File: src/rtl/core/tts_pkg.sv
// ----------------------------------------------------------------------------
// Thermistor temperature smoother package
// Shared widths, the resistance table, queue and divider types, and the
// sequencer states of the back end.
// ----------------------------------------------------------------------------
package tts_pkg;

    localparam int SAMPLE_W   = 16;
    localparam int TEMP_W     = 10;
    localparam int AVG_W      = 18;
    localparam int RES_BITS   = 24;
    localparam int ENTRY_W    = 18;
    localparam int IDX_W      = 5;
    localparam int TABLE_ENTRIES = 32;
    localparam int NUM_W      = 49;
    localparam int DEN_W      = 29;
    localparam int STEP_W     = 6;
    localparam int PROD_W     = 34;
    localparam int IP_PROD_W  = 29;
    localparam int D10_W      = 21;
    localparam int IP_W       = 24;
    localparam int CFG_IDX_W  = 3;
    localparam int CFG_DATA_W = 20;

    localparam logic [RES_BITS-1:0] RES_MAX = {RES_BITS{1'b1}};
    localparam logic [IDX_W-1:0] IDX_LAST = IDX_W'(TABLE_ENTRIES - 1);
    localparam logic signed [TEMP_W-1:0] TEMP_FIRST = -10'sd20;
    localparam logic [STEP_W-1:0] RES_DIV_STEPS = STEP_W'(NUM_W);
    localparam logic [STEP_W-1:0] IP_DIV_STEPS  = STEP_W'(IP_W);

    // Configuration register indexes.
    localparam logic [CFG_IDX_W-1:0] CFG_BIAS_OHMS     = 3'd0;
    localparam logic [CFG_IDX_W-1:0] CFG_SUPPLY_MV     = 3'd1;
    localparam logic [CFG_IDX_W-1:0] CFG_FULL_SCALE_MV = 3'd2;
    localparam logic [CFG_IDX_W-1:0] CFG_SMOOTH_SHIFT  = 3'd3;
    localparam logic [CFG_IDX_W-1:0] CFG_TEMP_OFFSET   = 3'd4;

    typedef struct packed {
        logic             sat;
        logic [DEN_W-1:0] den;
    } t_q_entry;

    typedef struct packed {
        logic              start;
        logic [STEP_W-1:0] steps;
        logic [NUM_W-1:0]  dividend;
        logic [DEN_W-1:0]  divisor;
    } t_div_req;

    typedef struct packed {
        logic             done;
        logic [NUM_W-1:0] quotient;
    } t_div_rsp;

    typedef enum logic [3:0] {
        ST_IDLE,
        ST_MUL,
        ST_RDIV_GO,
        ST_RDIV_WAIT,
        ST_SEARCH,
        ST_IP_MUL,
        ST_IP_GO,
        ST_IP_WAIT,
        ST_FINISH
    } t_back_state;

    // Falling resistance table, entry i stands for -20 + 10*i degrees F.
    function automatic logic [ENTRY_W-1:0] res_entry(input logic [IDX_W-1:0] idx);
        logic [ENTRY_W-1:0] v;
        unique case (idx)
            5'd0:  v = 18'd189726;
            5'd1:  v = 18'd132092;
            5'd2:  v = 18'd93425;
            5'd3:  v = 18'd67059;
            5'd4:  v = 18'd48804;
            5'd5:  v = 18'd35983;
            5'd6:  v = 18'd26855;
            5'd7:  v = 18'd20274;
            5'd8:  v = 18'd15473;
            5'd9:  v = 18'd11929;
            5'd10: v = 18'd9287;
            5'd11: v = 18'd7295;
            5'd12: v = 18'd5781;
            5'd13: v = 18'd4618;
            5'd14: v = 18'd3718;
            5'd15: v = 18'd3016;
            5'd16: v = 18'd2463;
            5'd17: v = 18'd2025;
            5'd18: v = 18'd1675;
            5'd19: v = 18'd1395;
            5'd20: v = 18'd1167;
            5'd21: v = 18'd983;
            5'd22: v = 18'd832;
            5'd23: v = 18'd707;
            5'd24: v = 18'd604;
            5'd25: v = 18'd519;
            5'd26: v = 18'd447;
            5'd27: v = 18'd387;
            5'd28: v = 18'd336;
            5'd29: v = 18'd294;
            5'd30: v = 18'd257;
            5'd31: v = 18'd226;
        endcase
        return v;
    endfunction

    function automatic logic signed [TEMP_W-1:0] temp_of_idx(input logic [IDX_W-1:0] idx);
        logic [TEMP_W-1:0] t10;
        t10 = {2'b00, idx, 3'b000} + {4'b0000, idx, 1'b0};
        return $signed(t10) + TEMP_FIRST;
    endfunction

endpackage

File: src/rtl/core/tts_front.sv
// ----------------------------------------------------------------------------
// Thermistor smoother front end
// Takes converter samples, sorts out the ones that saturate the resistance
// and forms the divisor sample * full scale for the back end.
// ----------------------------------------------------------------------------
module tts_front (
    input  logic                               i_clk,
    input  logic                               i_rst_n,
    input  logic                               i_valid,
    output logic                               o_ready,
    input  logic signed [tts_pkg::SAMPLE_W-1:0] i_sample,
    input  logic [13:0]                        i_full_scale_mv,
    input  logic                               i_q_full,
    output logic                               o_push,
    output tts_pkg::t_q_entry                  o_entry
);

    logic                               r_valid;
    logic signed [tts_pkg::SAMPLE_W-1:0] r_sample;

    assign o_push  = r_valid && !i_q_full;
    assign o_ready = !r_valid || o_push;

    // A sample at or below zero, or a zero full scale, gives the top resistance.
    assign o_entry.sat = r_sample[tts_pkg::SAMPLE_W-1] || (r_sample == '0)
                         || (i_full_scale_mv == '0);
    assign o_entry.den = tts_pkg::DEN_W'(r_sample[tts_pkg::SAMPLE_W-2:0])
                         * tts_pkg::DEN_W'(i_full_scale_mv);

    always_ff @(posedge i_clk) begin
        if (!i_rst_n) begin
            r_valid <= 1'b0;
        end else if (o_ready) begin
            r_valid <= i_valid;
        end
    end

    always_ff @(posedge i_clk) begin
        if (i_valid && o_ready) begin
            r_sample <= i_sample;
        end
    end

endmodule

File: src/rtl/core/tts_queue.sv
// ----------------------------------------------------------------------------
// Thermistor smoother queue
// Two-entry queue that decouples the front end from the back end.
// ----------------------------------------------------------------------------
module tts_queue (
    input  logic              i_clk,
    input  logic              i_rst_n,
    input  logic              i_push,
    input  tts_pkg::t_q_entry i_entry,
    input  logic              i_pop,
    output tts_pkg::t_q_entry o_entry,
    output logic              o_full,
    output logic              o_empty
);

    tts_pkg::t_q_entry r_mem [2];
    logic              r_wr_ptr;
    logic              r_rd_ptr;
    logic [1:0]        r_count;

    assign o_full  = (r_count == 2'd2);
    assign o_empty = (r_count == 2'd0);
    assign o_entry = r_mem[r_rd_ptr];

    always_ff @(posedge i_clk) begin
        if (!i_rst_n) begin
            r_wr_ptr <= 1'b0;
            r_rd_ptr <= 1'b0;
            r_count  <= 2'd0;
        end else begin
            if (i_push) begin
                r_wr_ptr <= !r_wr_ptr;
            end
            if (i_pop) begin
                r_rd_ptr <= !r_rd_ptr;
            end
            if (i_push && !i_pop) begin
                r_count <= r_count + 2'd1;
            end else if (i_pop && !i_push) begin
                r_count <= r_count - 2'd1;
            end
        end
    end

    always_ff @(posedge i_clk) begin
        if (i_push) begin
            r_mem[r_wr_ptr] <= i_entry;
        end
    end

endmodule

File: src/rtl/core/tts_div.sv
// ----------------------------------------------------------------------------
// Thermistor smoother divider
// Restoring unsigned divider, one quotient bit per cycle, shared by the
// resistance calculation and the interpolation.
// ----------------------------------------------------------------------------
module tts_div (
    input  logic              i_clk,
    input  logic              i_rst_n,
    input  tts_pkg::t_div_req i_req,
    output tts_pkg::t_div_rsp o_rsp
);

    logic                        r_busy;
    logic                        r_done;
    logic [tts_pkg::STEP_W-1:0]  r_cnt;
    logic [tts_pkg::DEN_W-1:0]   r_rem;
    logic [tts_pkg::DEN_W-1:0]   r_div;
    logic [tts_pkg::NUM_W-1:0]   r_work;

    logic [tts_pkg::DEN_W:0]     rem_sh;
    logic [tts_pkg::DEN_W:0]     rem_sub;
    logic                        ge;

    // The dividend sits at the top of the work register; quotient bits fill in
    // from the bottom, so after the given number of steps it holds the quotient.
    assign rem_sh  = {r_rem, r_work[tts_pkg::NUM_W-1]};
    assign rem_sub = rem_sh - {1'b0, r_div};
    assign ge      = (rem_sh >= {1'b0, r_div});

    assign o_rsp.done     = r_done;
    assign o_rsp.quotient = r_work;

    always_ff @(posedge i_clk) begin
        if (!i_rst_n) begin
            r_busy <= 1'b0;
            r_done <= 1'b0;
            r_cnt  <= '0;
        end else begin
            r_done <= 1'b0;
            if (i_req.start && !r_busy) begin
                r_busy <= 1'b1;
                r_cnt  <= i_req.steps;
            end else if (r_busy) begin
                r_cnt <= r_cnt - 1'b1;
                if (r_cnt == tts_pkg::STEP_W'(1)) begin
                    r_busy <= 1'b0;
                    r_done <= 1'b1;
                end
            end
        end
    end

    always_ff @(posedge i_clk) begin
        if (i_req.start && !r_busy) begin
            r_rem  <= '0;
            r_div  <= i_req.divisor;
            r_work <= i_req.dividend;
        end else if (r_busy) begin
            r_rem  <= ge ? rem_sub[tts_pkg::DEN_W-1:0] : rem_sh[tts_pkg::DEN_W-1:0];
            r_work <= {r_work[tts_pkg::NUM_W-2:0], ge};
        end
    end

endmodule

File: src/rtl/core/tts_back.sv
// ----------------------------------------------------------------------------
// Thermistor smoother back end
// Sequencer that finds the resistance, searches the table, interpolates,
// updates the exponential average and holds the result for the output.
// ----------------------------------------------------------------------------
module tts_back (
    input  logic                               i_clk,
    input  logic                               i_rst_n,
    input  logic [19:0]                        i_bias_ohms,
    input  logic [13:0]                        i_supply_mv,
    input  logic [2:0]                         i_smooth_shift,
    input  logic signed [4:0]                  i_temp_offset,
    input  logic                               i_q_empty,
    input  tts_pkg::t_q_entry                  i_entry,
    output logic                               o_pop,
    output tts_pkg::t_div_req                  o_div_req,
    input  tts_pkg::t_div_rsp                  i_div_rsp,
    output logic                               o_valid,
    input  logic                               i_ready,
    output logic signed [tts_pkg::TEMP_W-1:0]  o_temp_smoothed,
    output logic signed [tts_pkg::TEMP_W-1:0]  o_temp_raw
);

    tts_pkg::t_back_state r_state;
    tts_pkg::t_back_state n_state;

    logic [tts_pkg::DEN_W-1:0]            r_den;
    logic [tts_pkg::PROD_W-1:0]           r_prod;
    logic [tts_pkg::RES_BITS-1:0]         r_res;
    logic [tts_pkg::IDX_W-1:0]            r_idx;
    logic signed [tts_pkg::IP_PROD_W-1:0] r_ip_prod;
    logic [tts_pkg::D10_W-1:0]            r_d10;
    logic [tts_pkg::ENTRY_W-1:0]          r_span;
    logic                                 r_neg;
    logic signed [tts_pkg::TEMP_W-1:0]    r_raw;
    logic signed [tts_pkg::AVG_W-1:0]     r_avg;
    logic                                 r_out_valid;
    logic signed [tts_pkg::TEMP_W-1:0]    r_out_smooth;
    logic signed [tts_pkg::TEMP_W-1:0]    r_out_raw;

    logic                                 out_free;
    logic                                 load_out;
    logic signed [tts_pkg::TEMP_W-1:0]    off_ext;
    logic [tts_pkg::ENTRY_W-1:0]          entry_cur;
    logic [tts_pkg::ENTRY_W-1:0]          entry_prev;
    logic                                 hit;
    logic [tts_pkg::NUM_W-1:0]            num;
    logic [tts_pkg::NUM_W-1:0]            q_full;
    logic [tts_pkg::NUM_W-1:0]            bias_ext;
    logic [tts_pkg::NUM_W-1:0]            q_minus;
    logic [tts_pkg::RES_BITS-1:0]         res_from_q;
    logic signed [tts_pkg::TEMP_W-1:0]    hi_t;
    logic signed [tts_pkg::IP_PROD_W-1:0] hi_ext;
    logic signed [tts_pkg::IP_PROD_W-1:0] span_ext;
    logic [tts_pkg::ENTRY_W-1:0]          d;
    logic signed [29:0]                   n_val;
    logic [29:0]                          n_mag;
    logic [tts_pkg::TEMP_W-1:0]           q_ip;
    logic signed [tts_pkg::TEMP_W-1:0]    raw_ip;
    logic signed [tts_pkg::AVG_W:0]       target;
    logic signed [tts_pkg::AVG_W:0]       avg_ext;
    logic signed [tts_pkg::AVG_W:0]       diff;
    logic signed [tts_pkg::AVG_W:0]       avg_step;
    logic signed [tts_pkg::AVG_W:0]       avg_new;

    assign out_free = !r_out_valid || i_ready;
    assign load_out = (r_state == tts_pkg::ST_FINISH) && out_free;

    assign off_ext    = tts_pkg::TEMP_W'(i_temp_offset);
    assign entry_cur  = tts_pkg::res_entry(r_idx);
    assign entry_prev = tts_pkg::res_entry(r_idx - 1'b1);
    assign hit        = r_res > tts_pkg::RES_BITS'(entry_cur);

    // supply * bias * 32767 as (x << 15) - x.
    assign num = {r_prod, 15'b0} - tts_pkg::NUM_W'(r_prod);

    assign q_full     = i_div_rsp.quotient;
    assign bias_ext   = tts_pkg::NUM_W'(i_bias_ohms);
    assign q_minus    = q_full - bias_ext;
    always_comb begin
        if (q_full < bias_ext) begin
            res_from_q = '0;
        end else if (q_minus > tts_pkg::NUM_W'(tts_pkg::RES_MAX)) begin
            res_from_q = tts_pkg::RES_MAX;
        end else begin
            res_from_q = q_minus[tts_pkg::RES_BITS-1:0];
        end
    end

    // Interpolation: ((hi_t + off) * span - 10 * d) / span, truncated toward zero.
    assign hi_t     = tts_pkg::temp_of_idx(r_idx) + off_ext;
    assign hi_ext   = tts_pkg::IP_PROD_W'(hi_t);
    assign span_ext = $signed(tts_pkg::IP_PROD_W'(entry_prev - entry_cur));
    assign d        = r_res[tts_pkg::ENTRY_W-1:0] - entry_cur;
    assign n_val    = 30'(r_ip_prod) - $signed({9'b0, r_d10});
    assign n_mag    = n_val[29] ? 30'(-n_val) : 30'(n_val);
    assign q_ip     = i_div_rsp.quotient[tts_pkg::TEMP_W-1:0];
    assign raw_ip   = r_neg ? $signed(-q_ip) : $signed(q_ip);

    // Average update; the arithmetic shift rounds toward minus infinity.
    assign target   = {r_raw[tts_pkg::TEMP_W-1], r_raw, 8'b0};
    assign avg_ext  = (tts_pkg::AVG_W + 1)'(r_avg);
    assign diff     = target - avg_ext;
    assign avg_step = diff >>> i_smooth_shift;
    assign avg_new  = avg_ext + avg_step;

    always_comb begin
        n_state            = r_state;
        o_pop              = 1'b0;
        o_div_req.start    = 1'b0;
        o_div_req.steps    = tts_pkg::RES_DIV_STEPS;
        o_div_req.dividend = num;
        o_div_req.divisor  = r_den;
        unique case (r_state)
            tts_pkg::ST_IDLE: begin
                if (!i_q_empty) begin
                    o_pop   = 1'b1;
                    n_state = i_entry.sat ? tts_pkg::ST_SEARCH : tts_pkg::ST_MUL;
                end
            end
            tts_pkg::ST_MUL: begin
                n_state = tts_pkg::ST_RDIV_GO;
            end
            tts_pkg::ST_RDIV_GO: begin
                o_div_req.start = 1'b1;
                n_state         = tts_pkg::ST_RDIV_WAIT;
            end
            tts_pkg::ST_RDIV_WAIT: begin
                if (i_div_rsp.done) begin
                    n_state = tts_pkg::ST_SEARCH;
                end
            end
            tts_pkg::ST_SEARCH: begin
                if (hit) begin
                    n_state = (r_idx == '0) ? tts_pkg::ST_FINISH : tts_pkg::ST_IP_MUL;
                end else if (r_idx == tts_pkg::IDX_LAST) begin
                    n_state = tts_pkg::ST_FINISH;
                end
            end
            tts_pkg::ST_IP_MUL: begin
                n_state = tts_pkg::ST_IP_GO;
            end
            tts_pkg::ST_IP_GO: begin
                o_div_req.start    = 1'b1;
                o_div_req.steps    = tts_pkg::IP_DIV_STEPS;
                o_div_req.dividend = {n_mag[tts_pkg::IP_W-1:0],
                                      {(tts_pkg::NUM_W - tts_pkg::IP_W){1'b0}}};
                o_div_req.divisor  = tts_pkg::DEN_W'(r_span);
                n_state            = tts_pkg::ST_IP_WAIT;
            end
            tts_pkg::ST_IP_WAIT: begin
                if (i_div_rsp.done) begin
                    n_state = tts_pkg::ST_FINISH;
                end
            end
            tts_pkg::ST_FINISH: begin
                if (out_free) begin
                    n_state = tts_pkg::ST_IDLE;
                end
            end
            default: begin
                n_state = tts_pkg::ST_IDLE;
            end
        endcase
    end

    always_ff @(posedge i_clk) begin
        if (!i_rst_n) begin
            r_state <= tts_pkg::ST_IDLE;
        end else begin
            r_state <= n_state;
        end
    end

    always_ff @(posedge i_clk) begin
        if (!i_rst_n) begin
            r_avg       <= '0;
            r_out_valid <= 1'b0;
        end else begin
            if (load_out) begin
                r_avg       <= avg_new[tts_pkg::AVG_W-1:0];
                r_out_valid <= 1'b1;
            end else if (i_ready) begin
                r_out_valid <= 1'b0;
            end
        end
    end

    always_ff @(posedge i_clk) begin
        if (load_out) begin
            r_out_smooth <= avg_new[tts_pkg::AVG_W-1:8];
            r_out_raw    <= r_raw;
        end
        unique case (r_state)
            tts_pkg::ST_IDLE: begin
                r_den <= i_entry.den;
                r_res <= tts_pkg::RES_MAX;
                r_idx <= '0;
            end
            tts_pkg::ST_MUL: begin
                r_prod <= tts_pkg::PROD_W'(i_supply_mv) * tts_pkg::PROD_W'(i_bias_ohms);
            end
            tts_pkg::ST_RDIV_WAIT: begin
                if (i_div_rsp.done) begin
                    r_res <= res_from_q;
                end
            end
            tts_pkg::ST_SEARCH: begin
                if (hit) begin
                    if (r_idx == '0) begin
                        r_raw <= tts_pkg::TEMP_FIRST + off_ext;
                    end
                end else if (r_idx == tts_pkg::IDX_LAST) begin
                    r_raw <= tts_pkg::temp_of_idx(tts_pkg::IDX_LAST) + off_ext;
                end else begin
                    r_idx <= r_idx + 1'b1;
                end
            end
            tts_pkg::ST_IP_MUL: begin
                r_ip_prod <= hi_ext * span_ext;
                r_d10     <= {d, 3'b000} + {2'b00, d, 1'b0};
                r_span    <= entry_prev - entry_cur;
            end
            tts_pkg::ST_IP_GO: begin
                r_neg <= n_val[29];
            end
            tts_pkg::ST_IP_WAIT: begin
                if (i_div_rsp.done) begin
                    r_raw <= raw_ip;
                end
            end
            default: begin
            end
        endcase
    end

    assign o_valid         = r_out_valid;
    assign o_temp_smoothed = r_out_smooth;
    assign o_temp_raw      = r_out_raw;

endmodule

File: src/rtl/core/thermistor_temperature_smoother.sv
// ----------------------------------------------------------------------------
// Thermistor temperature smoother
// Converts a divider sample to thermistor resistance, interpolates the
// temperature from a table and smooths it with an exponential average.
// ----------------------------------------------------------------------------
// The shared one-bit-per-cycle divider (49 steps for resistance, 24 for interpolation)
// and the table search at one entry per cycle (up to 32) set the time from input
// transaction to output valid.
// Samples at or below zero, or a zero full scale, skip the divisions.
// One item is processed at a time; three more can wait.
// Synchronous reset clears control state, the average and the registers to defaults.
module thermistor_temperature_smoother (
    input  logic                               i_clk,
    input  logic                               i_rst_n,
    input  logic                               i_s_axis_tvalid,
    output logic                               o_s_axis_tready,
    input  logic [15:0]                        i_s_axis_tdata,  // [15:0] adc_sample
    output logic                               o_m_axis_tvalid,
    input  logic                               i_m_axis_tready,
    output logic [23:0]                        o_m_axis_tdata,  // [9:0] temp_smoothed,
                                                                // [19:10] temp_raw
    input  logic                               i_cfg_we,
    input  logic [tts_pkg::CFG_IDX_W-1:0]      i_cfg_idx,
    input  logic [tts_pkg::CFG_DATA_W-1:0]     i_cfg_data
);

    logic [19:0]       r_bias_ohms;
    logic [13:0]       r_supply_mv;
    logic [13:0]       r_full_scale_mv;
    logic [2:0]        r_smooth_shift;
    logic signed [4:0] r_temp_offset;

    logic              q_push;
    logic              q_pop;
    logic              q_full;
    logic              q_empty;
    tts_pkg::t_q_entry q_wr_entry;
    tts_pkg::t_q_entry q_rd_entry;
    tts_pkg::t_div_req div_req;
    tts_pkg::t_div_rsp div_rsp;

    logic signed [tts_pkg::TEMP_W-1:0] temp_smoothed;
    logic signed [tts_pkg::TEMP_W-1:0] temp_raw;

    always_ff @(posedge i_clk) begin
        if (!i_rst_n) begin
            r_bias_ohms     <= 20'd3000;
            r_supply_mv     <= 14'd4960;
            r_full_scale_mv <= 14'd6144;
            r_smooth_shift  <= 3'd1;
            r_temp_offset   <= 5'sd0;
        end else if (i_cfg_we) begin
            unique case (i_cfg_idx)
                tts_pkg::CFG_BIAS_OHMS:     r_bias_ohms     <= i_cfg_data[19:0];
                tts_pkg::CFG_SUPPLY_MV:     r_supply_mv     <= i_cfg_data[13:0];
                tts_pkg::CFG_FULL_SCALE_MV: r_full_scale_mv <= i_cfg_data[13:0];
                tts_pkg::CFG_SMOOTH_SHIFT:  r_smooth_shift  <= i_cfg_data[2:0];
                tts_pkg::CFG_TEMP_OFFSET:   r_temp_offset   <= $signed(i_cfg_data[4:0]);
                default: begin
                end
            endcase
        end
    end

    tts_front u_front (
        .i_clk           (i_clk),
        .i_rst_n         (i_rst_n),
        .i_valid         (i_s_axis_tvalid),
        .o_ready         (o_s_axis_tready),
        .i_sample        ($signed(i_s_axis_tdata)),
        .i_full_scale_mv (r_full_scale_mv),
        .i_q_full        (q_full),
        .o_push          (q_push),
        .o_entry         (q_wr_entry)
    );

    tts_queue u_queue (
        .i_clk   (i_clk),
        .i_rst_n (i_rst_n),
        .i_push  (q_push),
        .i_entry (q_wr_entry),
        .i_pop   (q_pop),
        .o_entry (q_rd_entry),
        .o_full  (q_full),
        .o_empty (q_empty)
    );

    tts_div u_div (
        .i_clk   (i_clk),
        .i_rst_n (i_rst_n),
        .i_req   (div_req),
        .o_rsp   (div_rsp)
    );

    tts_back u_back (
        .i_clk           (i_clk),
        .i_rst_n         (i_rst_n),
        .i_bias_ohms     (r_bias_ohms),
        .i_supply_mv     (r_supply_mv),
        .i_smooth_shift  (r_smooth_shift),
        .i_temp_offset   (r_temp_offset),
        .i_q_empty       (q_empty),
        .i_entry         (q_rd_entry),
        .o_pop           (q_pop),
        .o_div_req       (div_req),
        .i_div_rsp       (div_rsp),
        .o_valid         (o_m_axis_tvalid),
        .i_ready         (i_m_axis_tready),
        .o_temp_smoothed (temp_smoothed),
        .o_temp_raw      (temp_raw)
    );

    assign o_m_axis_tdata = {4'b0000, temp_raw, temp_smoothed};

    // The queue is never written while full nor read while empty.
    a_no_overflow: assert property (@(posedge i_clk) disable iff (!i_rst_n)
        q_push |-> !q_full)
        else $error("queue written while full");

    a_no_underflow: assert property (@(posedge i_clk) disable iff (!i_rst_n)
        q_pop |-> !q_empty)
        else $error("queue read while empty");

    // Reset leaves no result pending on the output.
    a_reset_clears: assert property (@(posedge i_clk)
        !i_rst_n |=> !o_m_axis_tvalid)
        else $error("result valid right after reset");

endmodule

File: config.mk
export PLATFORM = sky130hd
export DESIGN_NAME = thermistor_temperature_smoother
export DESIGN_NICKNAME = d
export VERILOG_FILES = /design/src/rtl/core/tts_pkg.sv /design/src/rtl/core/tts_front.sv /design/src/rtl/core/tts_queue.sv /design/src/rtl/core/tts_div.sv /design/src/rtl/core/tts_back.sv /design/src/rtl/core/thermistor_temperature_smoother.sv
export SDC_FILE = /design/constraint.sdc
export NUM_CORES = 2
export LEC_CHECK = 0
export BUFFER_PORTS_ARGS = -buffer_cell sky130_fd_sc_hd__buf_2
export CORE_UTILIZATION = 29
export CTS_CLUSTER_SIZE = 25
export DETAILED_ROUTE_END_ITERATION = 7
export PLACE_DENSITY = 0.45
export SLEW_MARGIN = 10
export SYNTH_ARGS = -nofsm -noshare
export SYNTH_HDL_FRONTEND = slang
export SYNTH_HIERARCHICAL = 1
export SYNTH_SLANG_ARGS = --single-unit
File: constraint.sdc
create_clock -name i_clk -period 29.9 [get_ports i_clk]
set_clock_uncertainty 0.2 [all_clocks]
set_input_delay 1.495 -clock i_clk [delete_from_list [all_inputs] [get_ports i_clk]]
set_output_delay 1.495 -clock i_clk [all_outputs]
set_load 0.01 [all_outputs]
==> results.cfg <==
[outcome]
status = complete, no violations

[hold_path]
min_from = r_bias_ohms[6]
holdPathStages = 2
whs_endpoint = r_bias_ohms[6]
hold_path.class = reg -> reg

[sta]
fmax_mhz = 81.8
hold_violations = 0
max_slew.worst_pin.slew_ps = 1190
relSlewSlack_pct = 19.8
setup_viol = 0
min_period_over_period_pct = 40.9
period_needed_ps = 12220
maxSlewViolCount = 0
rsz0062_at_grt = no
setup_tns_ps = 0

[clocking]
cts_sinks = 484
cts.path.max_buffers = 3
root_buffer = clkbuf_16
cts_tree = yes
cts_inserted_buffers = 66
cts_resized = 0
postCtsSetupBuffers = 0
hold_buffers = 0
cts_max_level = 3
clk-insertion-delay-late_ps = 670
clk_pin_slew_ps = 50

[worst_setup_path]
cp.required_ps = 30090
cpMaxStageDelayCell = nor3_1
cp-end-kind = flop
r2r_setup_slack_ps = 17680
r2r-start = u_back/r_idx[1]
critPathKind = reg -> reg
reg2reg_depth = 37
r2r_end = u_back/r_ip_prod[28]
crit_path_start_kind = flop
crit_fanout = 23
arrival_ps = 12410
critPathMaxStageDelay_ps = 960

[logic_synthesis]
syn_avg_cell_area_um2 = 9.05
synth_area_mm2 = 0.0539
synth-main-ff-cell = edfxtp_1
yosysTopAreaCellShare_pct = 20.0
synthTopCellsByCount = nand2_1, inv_1, fa_1
synth_warnings = 6
synth_edf_count = 344
ys_top_cells_by_area = fa_1, edfxtp_1, ha_1
synth_cells = 5956
synthArstFlopShare_pct = 0
seq_area_frac_synth_pct = 24.4
yosysMostFrequentCell = nand2_1
yosysTopAreaCell = fa_1
ys_ff_latch = 484
yosysUniqueCellTypes = 108

[floorplan]
die_w_um = 433
rows = 157
start_util_pct = 29.3
dieHeight_um = 433
fp.coreArea_mm2 = 0.184
io_pins = 70
die-area_mm2 = 0.188

[detailed_routing]
drt_iter0_markers = 2787
drt_wl_total_mm = 164
route.detailed.wl_per_inst_um = 19.4
dr_total_vias = 41300
vias_per_cell = 4.90
ant_nets = 0
first_pass_iters = 5
drc = 0

[grt]
grt_pass1_wl_mm = 252
antenna_found_initial = 1
grt.overflow.total = 0
grt_util_all_layers_pct = 17.4
grt_pass1_vias = 41500
grt_max_degree = 81

[placed_design]
port_buffers = 65
dpl.hpwl_mm = 127
gp_congestion = 0.854

[cells_and_area]
drive_gt1_share_pct = 6.21
fillers = 19400
syn2layout_area_growth_pct = 9.83
final_nets = 6976

[run]
drv_cap = 0
[state kept, by name, indices dropped and copies added (netlist names), 14 cells and up, named ones only]
| register | flops |
|---|---|
| r_bias_ohms | 20 |
| r_full_scale_mv | 14 |
| r_supply_mv | 14 |
| u_back/entry_cur | 18 |
| u_back/r_avg | 18 |
| u_back/r_d10 | 20 |
| u_back/r_den | 29 |
| u_back/r_ip_prod | 29 |
| u_back/r_prod | 34 |
| u_back/r_res | 24 |
| u_back/r_span | 18 |
| u_div/r_div | 29 |
| u_div/r_rem | 29 |
| u_div/r_work | 49 |
| u_front/r_sample | 16 |
| u_queue/r_mem | 60 |
[final cells by class]
cell class	instances	area [µm²]	area share, %
Antenna cell	3	7.51	0.0127
Clock buffer	81	1770	2.99
Clock inverter	40	483	0.816
Inverter	789	2960	5.00
Multi-Input combinational cell	4432	36800	62.2
Sequential cell	484	13100	22.2
Tap cell	2464	3080	5.21
Timing Repair Buffer	148	951	1.61
[placed cells by master, fill, tap and decap left out, types with 15 or more instances in the layout]
cell type / n
and3_1: 31
buf_4: 84
nand4_1: 38
or4_1: 16
edfxtp_1: 344
dfxtp_1: 139
clkbuf_16: 67
fa_1: 539
mux2_2: 39
nor4_1: 36
nor2_1: 280
ha_1: 472
nand2b_1: 37
a21boi_0: 29
a21oi_1: 251
xnor2_1: 203
o21bai_1: 30
buf_2: 64
nor3_1: 90
a32oi_1: 15
xor2_1: 115
nand3_1: 138
a31oi_1: 48
mux2i_1: 81
a211oi_1: 35
a21o_1: 100
o31ai_1: 18
nor2b_1: 76
o21ai_0: 170
or3_1: 28
and2_1: 281
nand2_1: 892
o21a_1: 58
o211ai_1: 17
inv_1: 781
[metrics by stage]
stage               util, %  hold WS, ps  instance area (µm²)  cells  setup slack, ps
floorplan                 -          233                53900   5960            19690
global placement       31.0          242                56900   8317            17840
detailed placement     31.0          251                56900   8317            17800
CTS                    32.2          259                59200   8438            17770
global route           32.2          285                59200   8439            16740
finish                 32.2          255                59200   8441            17680
[metal layers]
layer  global-route usage, %  part of all wire, %  vias up
li1                        -                    -    19800
met1                    24.4                   48    20600
met2                    28.2                   46      827
met3                    2.06                  3.8      175
met4                    4.84                  2.8        0
met5                       0                    0        -
[logic make-up (layout without fill, tap and decap cells)]
kind of cell	Yosys count	in the layout	synth area share, %
buffers and inverters	1044	1058	7.48
AND/OR/NAND/NOR	2012	2012	17.7
XOR/XNOR	321	321	5.22
other	3	10	0.0209
flip-flops	484	484	24.4
multiplexers	122	122	2.40
AO/OA/AOI/OAI	959	959	11.8
adder cells (fa/ha/maj)	1011	1011	31.0
[worst max path at each step]
stage / start / end / slack (ps)
finish: u_back/r_idx[1] / u_back/r_ip_prod[28] / 17680
global route: u_back/r_idx[1] / u_back/r_ip_prod[28] / 16740
CTS: u_back/r_idx[1] / u_back/r_ip_prod[28] / 17770
detailed placement: u_back/r_idx[1] / u_back/r_ip_prod[28] / 17800
global placement: u_back/r_idx[1] / u_back/r_ip_prod[28] / 17840
floorplan: u_back/r_idx[1] / u_back/r_ip_prod[28] / 19690
[worst max-delay path, delay by kind of cell (launching register included)]
family	cells	cell delay [ps]
flops	1	710
simple gates	10	2950
buf+inv	6	1310
fa+ha+maj	9	4230
xor+xnor	1	70
compound gates	11	2430
Power is left out: the tool's default activity adds up to more than one toggle a clock period on the data nets, which glitch-free logic cannot reach.
